[config.mk]
export PLATFORM = sky130hd
export DESIGN_NAME = stw_in_queue
export DESIGN_NICKNAME = d
export VERILOG_FILES = /design/src/stw_pkg.sv /design/src/stw_in_queue.sv
export SDC_FILE = /design/constraint.sdc
export NUM_CORES = 1
export LEC_CHECK = 0
export ABC_AREA = 1
export BUFFER_PORTS_ARGS = -buffer_cell sky130_fd_sc_hd__buf_2
export CAP_MARGIN = 0
export CORE_MARGIN = 2
export CORE_UTILIZATION = 35
export CTS_BUF_LIST = sky130_fd_sc_hd__clkbuf_16
export CTS_CLUSTER_SIZE = 8
export DETAILED_ROUTE_END_ITERATION = 10
export PLACE_DENSITY = 0.53
export RECOVER_POWER = 100
export SYNTH_ARGS = -nofsm -noshare
export SYNTH_HDL_FRONTEND = slang
export SYNTH_SLANG_ARGS = --single-unit
[constraint.sdc]
create_clock -name i_clk -period 3.6 [get_ports i_clk]
set_clock_uncertainty 0.2 [all_clocks]
set_input_delay 0.36 -clock i_clk [delete_from_list [all_inputs] [get_ports i_clk]]
set_output_delay 0.36 -clock i_clk [all_outputs]
set_load 0.01 [all_outputs]
[src/stw_pkg.sv]
// ============================================================================
// stw_pkg
// Shared types and widths for the target-sum sliding window search.
// ============================================================================
package stw_pkg;

    localparam int VAL_W = 32;
    localparam int SUM_W = 48;
    localparam int POS_W = 11;

    typedef struct packed {
        logic [VAL_W-1:0] value;
        logic             last_item;
    } t_item;

    typedef struct packed {
        logic             found;
        logic [POS_W-1:0] start_pos;
        logic [POS_W-1:0] end_pos;
        logic             too_long;
    } t_result;

endpackage

[src/stw_in_queue.sv]
// ============================================================================
// stw_in_queue
// Two-entry input queue that decouples item intake from the search engine.
// ============================================================================
module stw_in_queue (
    input  logic           i_clk,
    input  logic           i_rst_n,
    input  logic           i_push,
    input  stw_pkg::t_item i_item,
    output logic           o_full,
    output logic           o_valid,
    output stw_pkg::t_item o_item,
    input  logic           i_pop
);
    import stw_pkg::*;

    t_item       r_slot [2];
    logic        r_wr_ptr;
    logic        r_rd_ptr;
    logic [1:0]  r_count;
    logic        do_push;
    logic        do_pop;

    assign o_full  = (r_count == 2'd2);
    assign o_valid = (r_count != 2'd0);
    assign o_item  = r_slot[r_rd_ptr];
    assign do_push = i_push && !o_full;
    assign do_pop  = i_pop && o_valid;

    always_ff @(posedge i_clk) begin
        if (do_push) begin
            r_slot[r_wr_ptr] <= i_item;
        end
    end

    always_ff @(posedge i_clk) begin
        if (!i_rst_n) begin
            r_wr_ptr <= 1'b0;
            r_rd_ptr <= 1'b0;
            r_count  <= 2'd0;
        end else begin
            if (do_push) begin
                r_wr_ptr <= ~r_wr_ptr;
            end
            if (do_pop) begin
                r_rd_ptr <= ~r_rd_ptr;
            end
            case ({do_push, do_pop})
                2'b10:   r_count <= r_count + 2'd1;
                2'b01:   r_count <= r_count - 2'd1;
                default: r_count <= r_count;
            endcase
        end
    end

endmodule

Word-level counts from Yosys, hierarchy flattened
Memory sizes are Yosys's and may differ from the RTL's. A register that Yosys moved wholly into a read port is not among the register bits.
Index checks and enable logic that the tools add are counted.
{ "totals": {"word_cells": 21, "ram_bits": 66, "latch_bits": 0, "register_bits": 4, "memories": 1, "mem_bits_ro": 0, "output_inout_bits": 35} }
{ "memory_table": {"columns": ["memory", "words", "width", "rd", "rd_clocked_by_memory_dff", "write_ports", "line", "text"], "rows": [
  ["r_slot", 2, 33, 1, 1, 1, "stw_in_queue.sv:17", "t_item r_slot [2];"]
]} }
{ "op_classes": {"n_bitwise": 2, "n_addsub": 2, "eq_ne": 3, "reduce_logical": 5, "n_lt_le_gt_ge": 0, "mux": 5, "n_div": 0, "shifts": 0, "mul": 0} }
{ "op_table": {"columns": ["op", "n"], "rows": [
  ["2-bit == test (second input constant)", 2],
  ["1-bit 2-to-1 mux", 4],
  ["2-bit case mux with 2 select lines", 1],
  ["2-bit nonzero test", 2],
  ["2-bit by 1-bit adder with 2-bit output (second input constant)", 1],
  ["2-bit by 1-bit == test with 1-bit output (second input constant)", 1],
  ["1-bit logical AND", 2],
  ["1-bit NOT", 2],
  ["2-bit by 1-bit subtractor with 2-bit output (second input constant)", 1],
  ["1-bit logical NOT", 1]
]} }

Depth between registers and ports, before layout
Gate-level depths: netlist of run 1.
{ "logic_depth": {"depth_word": 5, "mapped_depth": 10} }

Least setup slack after synthesis of run 1
OpenSTA, ideal clock, no wires.
{ "synth_timing": {"kind": "register to register", "startpoint": "register r_count[0]", "endpoint": "memory r_slot[0][0] (netlist bit) (enable)", "setup_time_ps": 423, "path_buffers": 0, "t_required_ps": 2977, "slack_ps": 909, "t_arrival_ps": 2068, "stages_incl_launch_ff": 5, "period_less_slack_ps": 2691, "cell_sequence": "dfxtp_1 nor2_2 nor2_1 inv_1 nor2_1"} }
{ "synth_between": {"elab_chain_len": 5} }
{ "synth_rtl": {"columns": ["item", "line", "text"], "rows": [
  ["from (decl)", "stw_in_queue.sv:20", "logic [1:0] r_count;"],
  ["from (signal assigned)", "stw_in_queue.sv:49", "2'b10: r_count <= r_count + 2'd1;"],
  ["from (signal assigned)", "stw_in_queue.sv:50", "2'b01: r_count <= r_count - 2'd1;"],
  ["from (signal assigned)", "stw_in_queue.sv:51", "default: r_count <= r_count;"],
  ["2-bit == test", "stw_in_queue.sv:24", "assign o_full = (r_count == 2'd2);"],
  ["named net o_full", "stw_in_queue.sv:10", "output logic o_full,"],
  ["1-bit logical NOT", "stw_in_queue.sv:27", "assign do_push = i_push && !o_full;"],
  ["1-bit logical AND", "stw_in_queue.sv:27", null],
  ["1-bit 2-to-1 mux", "stw_in_queue.sv:31", "if (do_push) begin"],
  ["1-bit 2-to-1 mux (not written as such)", "stw_in_queue.sv:32", "r_slot[r_wr_ptr] <= i_item;"],
  ["to (decl)", "stw_in_queue.sv:17", null]
]} }
The timed path passes the listed nets, and every way through them passes these cells.

Final worst setup path of run 1
{ "layout_timing": {"startpoint": "register r_count[0]", "endpoint": "memory r_slot[0][8] (netlist bit) (enable)"} }
{ "layout_between": {"elab_chain_len": 5} }
{ "layout_rtl": {"columns": ["item", "line"], "rows": [
  ["2-bit == test", "stw_in_queue.sv:24"],
  ["1-bit logical NOT", "stw_in_queue.sv:27"],
  ["1-bit logical AND", "stw_in_queue.sv:27"],
  ["1-bit 2-to-1 mux", "stw_in_queue.sv:31"],
  ["1-bit 2-to-1 mux (not written as such)", "stw_in_queue.sv:32"]
]} }
Every way passes these cells.

==> summary.md, run 1 <==
| Metric | Value |
|---|---|
| Final slew viol count | 0 |
| Pleak | ~1.3 nW |
| Most common cell in the synthesized netlist | edfxtp_1 |
| HP Class | primary input to register |
| Placed insts | 313 |
| Max_slew headroom | under 10% |
| Core area | 7730 um^2 |
| IO Port Bufs | between 70 and 80 |
| Min Hold Slack | between 20 and 30 ps |
| FF/Latch Area | 2080 um^2 |
| Crit. End Element | register |
| # setup viols final | 0 |
| Multi-input combinational cell area | 499 um^2 |
| Post-CTS Hold Buffers | 0 |
| Placed wire-length estimate | between 3 and 4 mm |
| Via Count | between 1000 and 1500 |
| Max H-tree Level | 3 |
| Synth Instances | 141 |
| Main synth FF type | edfxtp_1 |
| Row count | 32 |
| Post-synth EDFFs | 66 |
| MaxCap Viol Count | 0 |
| Max IR drop VDD | 254 uV |
| Top Ports | 72 |
| Top cells by count, synth | edfxtp_1 (66), mux2_4 (30), nor2_1 (11) |
| Worst-Skew Late Latency | around 320 ps |
| DR iter-0 viols | ~40 |
| Count of unique library cells instantiated by Yosys | 16 |
| GPL Wtd Cong | 0.769 |
| Die area | 8680 um^2 |
| Top Family by Delay on Critical Path | simple AND/OR/NAND/NOR gates |
| Vias in the first global route | approximately 1500 |
| Worst path buffer plus inverter count | 2 |
| Antenna-violating nets left | 0 |
| Final WS setup | 858 ps |
| Final Non-Filler Cells | 329 |
| Critical Path RT | 3400 ps |
| Final Hold Viols | 0 |
| N_diodes | 0 |
| Die height | 93.2 um |
| Initial Util | 36.0% |
| Nets | 260 |
| Syn-to-layout area delta | 21.4% |
| Post_cts resized | 0 |
| Total CTS buffers | 9 |
| Pre-CTS WS | ~1500 ps |
| Die Wd | 93.2 um |
| Share of post-route cells with drive strength above 1 | 28.2% |
| Status | completed |
| Worst path max stage delay | 1040 ps |
| Total Wirelength | 4.67 mm |
| Critical path's slowest cell | nor2_1 |
| RSZ-0062 raised after global routing | no |
| Pwr per Cell Area | 684 nW/um^2 |
| CTS root buffer | clkbuf_16 |
| CP Cell Sequence | nor2_1 -> nor2_1 -> inv_1 -> nor2_1 -> buf_4 |
| Critical path fanouts, max | 18 |
| First-pass GRT wire length | 7.21 mm |
| Antenna violations before repair | 0 |
| Leading area contributor after synthesis | edfxtp_1 |
| Area contributors post-synth | edfxtp_1 (71%), mux2_4 (16%), dfxtp_1 (3.6%), buf_12 (2.2%), nor2_1 (1.5%) |
| Avg Cell Area, Syn | 19.7 um^2 |
| CP startpoint kind | register |
| First-pass DRT Iterations | 4 |
| # DRC | 0 |
| Yosys reg bits | 71 |
| Clk sinks | 71 |
| Max Root-Sink Buffers | 2 |
| Arrival time worst endpoint | approximately 2500 ps |
| CTS tree | done |
| Post-layout total power | 2.31 mW |
| Final instance area | about 3400 um^2 |
| Sequential area share after synthesis | about three quarters |
| Post-CTS setup buffer count | 0 |
| Routed WL per cell | 14.2 um |
| Post-DP Area | about 3200 um^2 |
| Final worst path period need | 2740 ps |
| Register clock-pin slew on the reported worst setup and hold paths | around 50 ps |
| Synth warn | 0 |
| GRT Resource Usage Total | 11.5% |
| Util after Layout | 43.7% |
| Setup CP Type | register to register |
| Post-Syn Area | between 2000 and 3000 um^2 |
| Setup TNS | 0 ps |
| Post-Syn Nets | 179 |
| Most frequent cell on the critical path | nor2_1 |
| Fill cells | 737 |
| Largest net degree at the start of global routing | 22 |
| Max Freq | 365 MHz |
| Final Cycle Share | between 70 and 80% |
| Post-synth top area share | between 70% and 80% |
| Worst-Margin Slew | between 1000 and 1500 ps |
| Total gr overflow | 0 |
| Post-synth ARST share | 0% |
| Number of vias per cell | roughly 4.3 |
power by group:
part	switching (mW)	internal, mW
Sequential	0.0372	1.01
Clock	0.294	0.594
Combinational	0.216	0.157
Total	0.547	1.76
state kept, by name (all words and copies together) (netlist names), named ones only:
register,cells
r_wr_ptr,1
r_count,2
r_rd_ptr,1
r_slot,66
cell usage in the layout (no fill, tap or decap):
cell type and n:
clkinv_2 1, dfxtp_1 5, inv_1 9, nor2_1 12
nand4_1 1, buf_2 44, edfxtp_1 66, mux2_4 3
a21oi_1 1, bufinv_16 2, mux2_1 27, clkinv_1 2
mux2_2 3, nand3_1 1, clkbuf_16 9, o21ai_0 1
clkbuf_2 1, nand2_1 8, buf_4 1, ha_1 1
o21a_1 1, clkbuf_1 28
worst paths after layout:
kind,from,to,slack (ps),cells after the start
setup / recovery,r_count[0],r_slot[0][8],860,5
hold / removal,i_item[30],r_slot[0][30],30,1
setup reg to reg,r_count[0],r_slot[0][8],860,5
hold reg to reg,r_rd_ptr,r_rd_ptr,300,2
kinds of logic after synthesis:
logic type                 synth area share [%]
DFF                                        74.8
buffers and inverters                      3.51
and+or+nand+nor                            3.19
muxes                                      17.4
AOI/OAI and AO/OA                         0.629
adders and majority gates                 0.450
worst reg2reg max path, stage by stage (launching register included):
cell and delay, ps:
dfxtp_1 390, nor2_1 90, nor2_1 160, inv_1 90
nor2_1 1040, buf_4 460
layer usage:
metal	up-vias	wire length [um]	track usage (%)
met4	0	111	7.72
met5	-	0	0
li1	692	-	-
met1	684	2070	13.8
met3	10	242	3.38
met2	45	2240	18.1
area by class of cell:
class                           instances  share of cell area, %
Sequential cell                        71                   61.6
Multi-Input combinational cell         59                   14.8
Timing Repair Buffer                   74                   10.0
Clock buffer                            9                   6.67
Tap cell                              102                   3.78
Clock inverter                          7                   2.37
Inverter                                7                  0.778
No activity file was read; power rests on OpenSTA's default activity.
==> inputs of run 2 (changes only) <==
ABC_AREA = 0   (was 1)
clock period = 2.7 ns   (was 3.6 ns; I/O delays follow)
==> summary.md, run 2 <==
| Metric | Value |
|---|---|
| Status | completed |
| CP Cell Sequence | clkbuf_1 -> mux2_2 -> clkbuf_1 |
| Number of vias per cell | 4.42 |
| Multiplexer share of the synthesized area | 14.2% |
| Critical Path RT | ~2200 ps |
| Yosys reg bits | 71 |
| Total CTS buffers | 9 |
| Worst reg2reg path depth | 5 |
| Count of unique library cells instantiated by Yosys | 19 |
| Nets | between 200 and 300 |
| # DRC | 0 |
| CTS tree | done |
| Avg Cell Area, Syn | 20.2 um^2 |
| Util after Layout | 50.4% |
| Top flop regs | r_slot (66), r_count (2) |
| Largest net degree at the start of global routing | 34 |
| Synth warn | 0 |
| Multi-input combinational cell area | 499 um^2 |
| Register clock-pin slew on the reported worst setup and hold paths | 50 ps |
| Worst-Skew Late Latency | 320 ps |
| GPL Wtd Cong | 0.664 |
| Leading area contributor after synthesis | edfxtp_1 |
| Post-synth EDFFs | 66 |
| Post-Synth XOR/XNOR Area | 1.01% |
| CTS root buffer | clkbuf_16 |
| Vias in the first global route | ~1600 |
| First-pass GRT wire length | 7.82 mm |
| Post-DP Area | 3100 um^2 |
| Worst-Margin Slew | 885 ps |
| Final worst path period need | 2220 ps |
| Largest Register | r_slot |
| Area contributors post-synth | edfxtp_1 (76%), mux2_2 (14%), dfxtp_1 (3.8%), xnor2_1 (1.0%), buf_2 (0.57%) |
| Max Freq | 450 MHz |
| Reg2reg setup slack | 670 ps |
| Sequential area share after synthesis | 79.7% |
| Routed WL per cell | 14.4 um |
| Largest register FFs | 66 |
| Most common cell in the synthesized netlist | edfxtp_1 |
| Commonest cells after routing, fill and taps aside | edfxtp_1 (66), clkbuf_1 (60), mux2_2 (33), dlygate4sd3_1 (33), buf_2 (11) |
| Most frequent cell on the critical path | clkbuf_1 |
| Cell depth of the worst hold path | 2 |
| Fill cells | 674 |
| WHS Endpoint | r_rd_ptr |
| Adder-cell area share of the yosys netlist | 0.479% |
| Total Wirelength | 5.00 mm |
| Final instance area | 3660 um^2 |
| Final Hold Viols | 0 |
| Clk sinks | 71 |
| Row count | 31 |
| Via Count | about 1500 |
| Top cells by count, synth | edfxtp_1 (66), mux2_2 (33), dfxtp_1 (5) |
| FF/Latch Area | 2080 um^2 |
| Post-Syn Nets | about 170 |
| Critical path's slowest cell | clkbuf_1 |
| MaxCap Viol Count | 0 |
| Setup TNS | 0 ps |
| Post-Synth Simple-Gate Area | 2.16% |
| Most common cell after layout, fill and taps aside | edfxtp_1 |
| Final slew viol count | 0 |
| Post-CTS setup buffer count | 0 |
| CP startpoint kind | register |
| N_diodes | 0 |
| Placed wire-length estimate | ~3.2 mm |
| IO Port Bufs | 71 |
| Post-synth ARST share | 0% |
| Share of post-route cells with drive strength above 1 | 25.3% |
| Pleak | 1.28 nW |
| Initial Util | 36.0% |
| Synth Area in Compound Gates | ~1.2% |
| Max_slew headroom | 41.0% |
| Arrival time worst endpoint | ~1800 ps |
| Synth Instances | 129 |
| Critical path fanouts, max | 13 |
| First-pass DRT Iterations | 4 |
| RSZ-0062 raised after global routing | no |
| Post-Syn Area | approximately 2600 um^2 |
| Crit. End Element | primary output |
| Antenna violations before repair | 0 |
| Max Root-Sink Buffers | 2 |
| Syn-to-layout area delta | 40.0% |
| Core area | 7250 um^2 |
| Final Cycle Share | between 80% and 90% |
| Reg2reg start | r_count[0] |
| HP Class | primary input to register |
| Antenna-violating nets left | 0 |
| Die Wd | 90.4 um |
| GRT Resource Usage Total | about an eighth |
| # setup viols final | 0 |
| Max H-tree Level | 3 |
| Setup CP Type | register to primary output |
| Die area | 8170 um^2 |
| Largest family of logic cells by synthesized area | multiplexers |
| Pwr per Cell Area | 945 nW/um^2 |
| Worst path max stage delay | 560 ps |
| Hold path startpoint | i_rst_n |
| RR Endpoint | r_slot[0][0] |
| Top Ports | 72 |
| Die height | 90.4 um |
| DR iter-0 viols | 50 |
| Total gr overflow | 0 |
| Post-synth top area share | 75.9% |
| Main synth FF type | edfxtp_1 |
| Max IR drop VDD | roughly 590 uV |
==> run 2: cell count changes after synthesis, sizes merged, moves of 2 or more <==
cell / previous run / this run
a21boi: 0 / 2
xnor2: 0 / 3
nand2: 8 / 1
nor2: 12 / 0
inv: 7 / 3
nor2b: 0 / 2
or3: 0 / 2
==> run 2: how the worst max path moves through the flow <==
stage	start	endpoint	depth (start not counted)
after floorplan	r_count[0]	r_slot[0][0]	4
after global placement	r_count[0]	r_slot[0][1]	5
after detailed placement	r_count[0]	r_slot[0][23]	5
after CTS	r_count[0]	r_slot[0][0]	5
after global routing	register	o_item[26]	3
final	register	o_item[18]	3
==> run 2: per-stage QoR <==
step	total power, mW	instances	hold slack, ps	setup slack (ps)
final	3.46	348	27.3	478
after global routing	3.63	348	28.4	358
after CTS	3.57	348	16.8	679
after detailed placement	2.33	299	264	685
after global placement	2.30	299	261	789
after floorplan	2.00	129	169	542
==> run 2: worst max-delay path: cells and delay by family, from the launching register on <==
kind                   cells  cell delay, ps
buffers and inverters      2             700
muxes                      1             410
DFF                        1             320
==> run 2: layout make-up <==
class | instances | share of cell area (%)
clock buffers | 9 | 6.16
inverters | 3 | 0.308
multi-input cells | 51 | 13.7
repair buffers | 108 | 17.3
clock inverters | 7 | 2.22
flip-flops and latches | 71 | 56.9
well taps | 99 | 3.39
==> run 2: power breakdown <==
group          internal [mW]  switching (mW)
sequential              1.40          0.0533
clock                  0.794           0.391
combinational          0.375           0.446
==> run 2: cells by family after synthesis <==
logic type                 count (synthesis)
AOI/OAI and AO/OA                          5
buffers and inverters                      7
muxes                                     33
DFF                                       71
and+or+nand+nor                            9
adders and majority gates                  1
xor gates and xnor gates                   3
==> run 2: repair_timing <==
item	in CTS	in global routing
gates resized for setup	0	0
hold endpoints to repair	66	0
setup endpoints to repair	0	0
hold buffers	33	0
==> run 2: routing by layer <==
metal | wire (um) | global-route usage (%) | vias to the layer above
met5 | 0 | 0 | -
met4 | 91 | 6.54 | 0
met3 | 186 | 4.34 | 7
met2 | 2750 | 23.4 | 42
met1 | 1970 | 13.3 | 758
li1 | - | - | 731
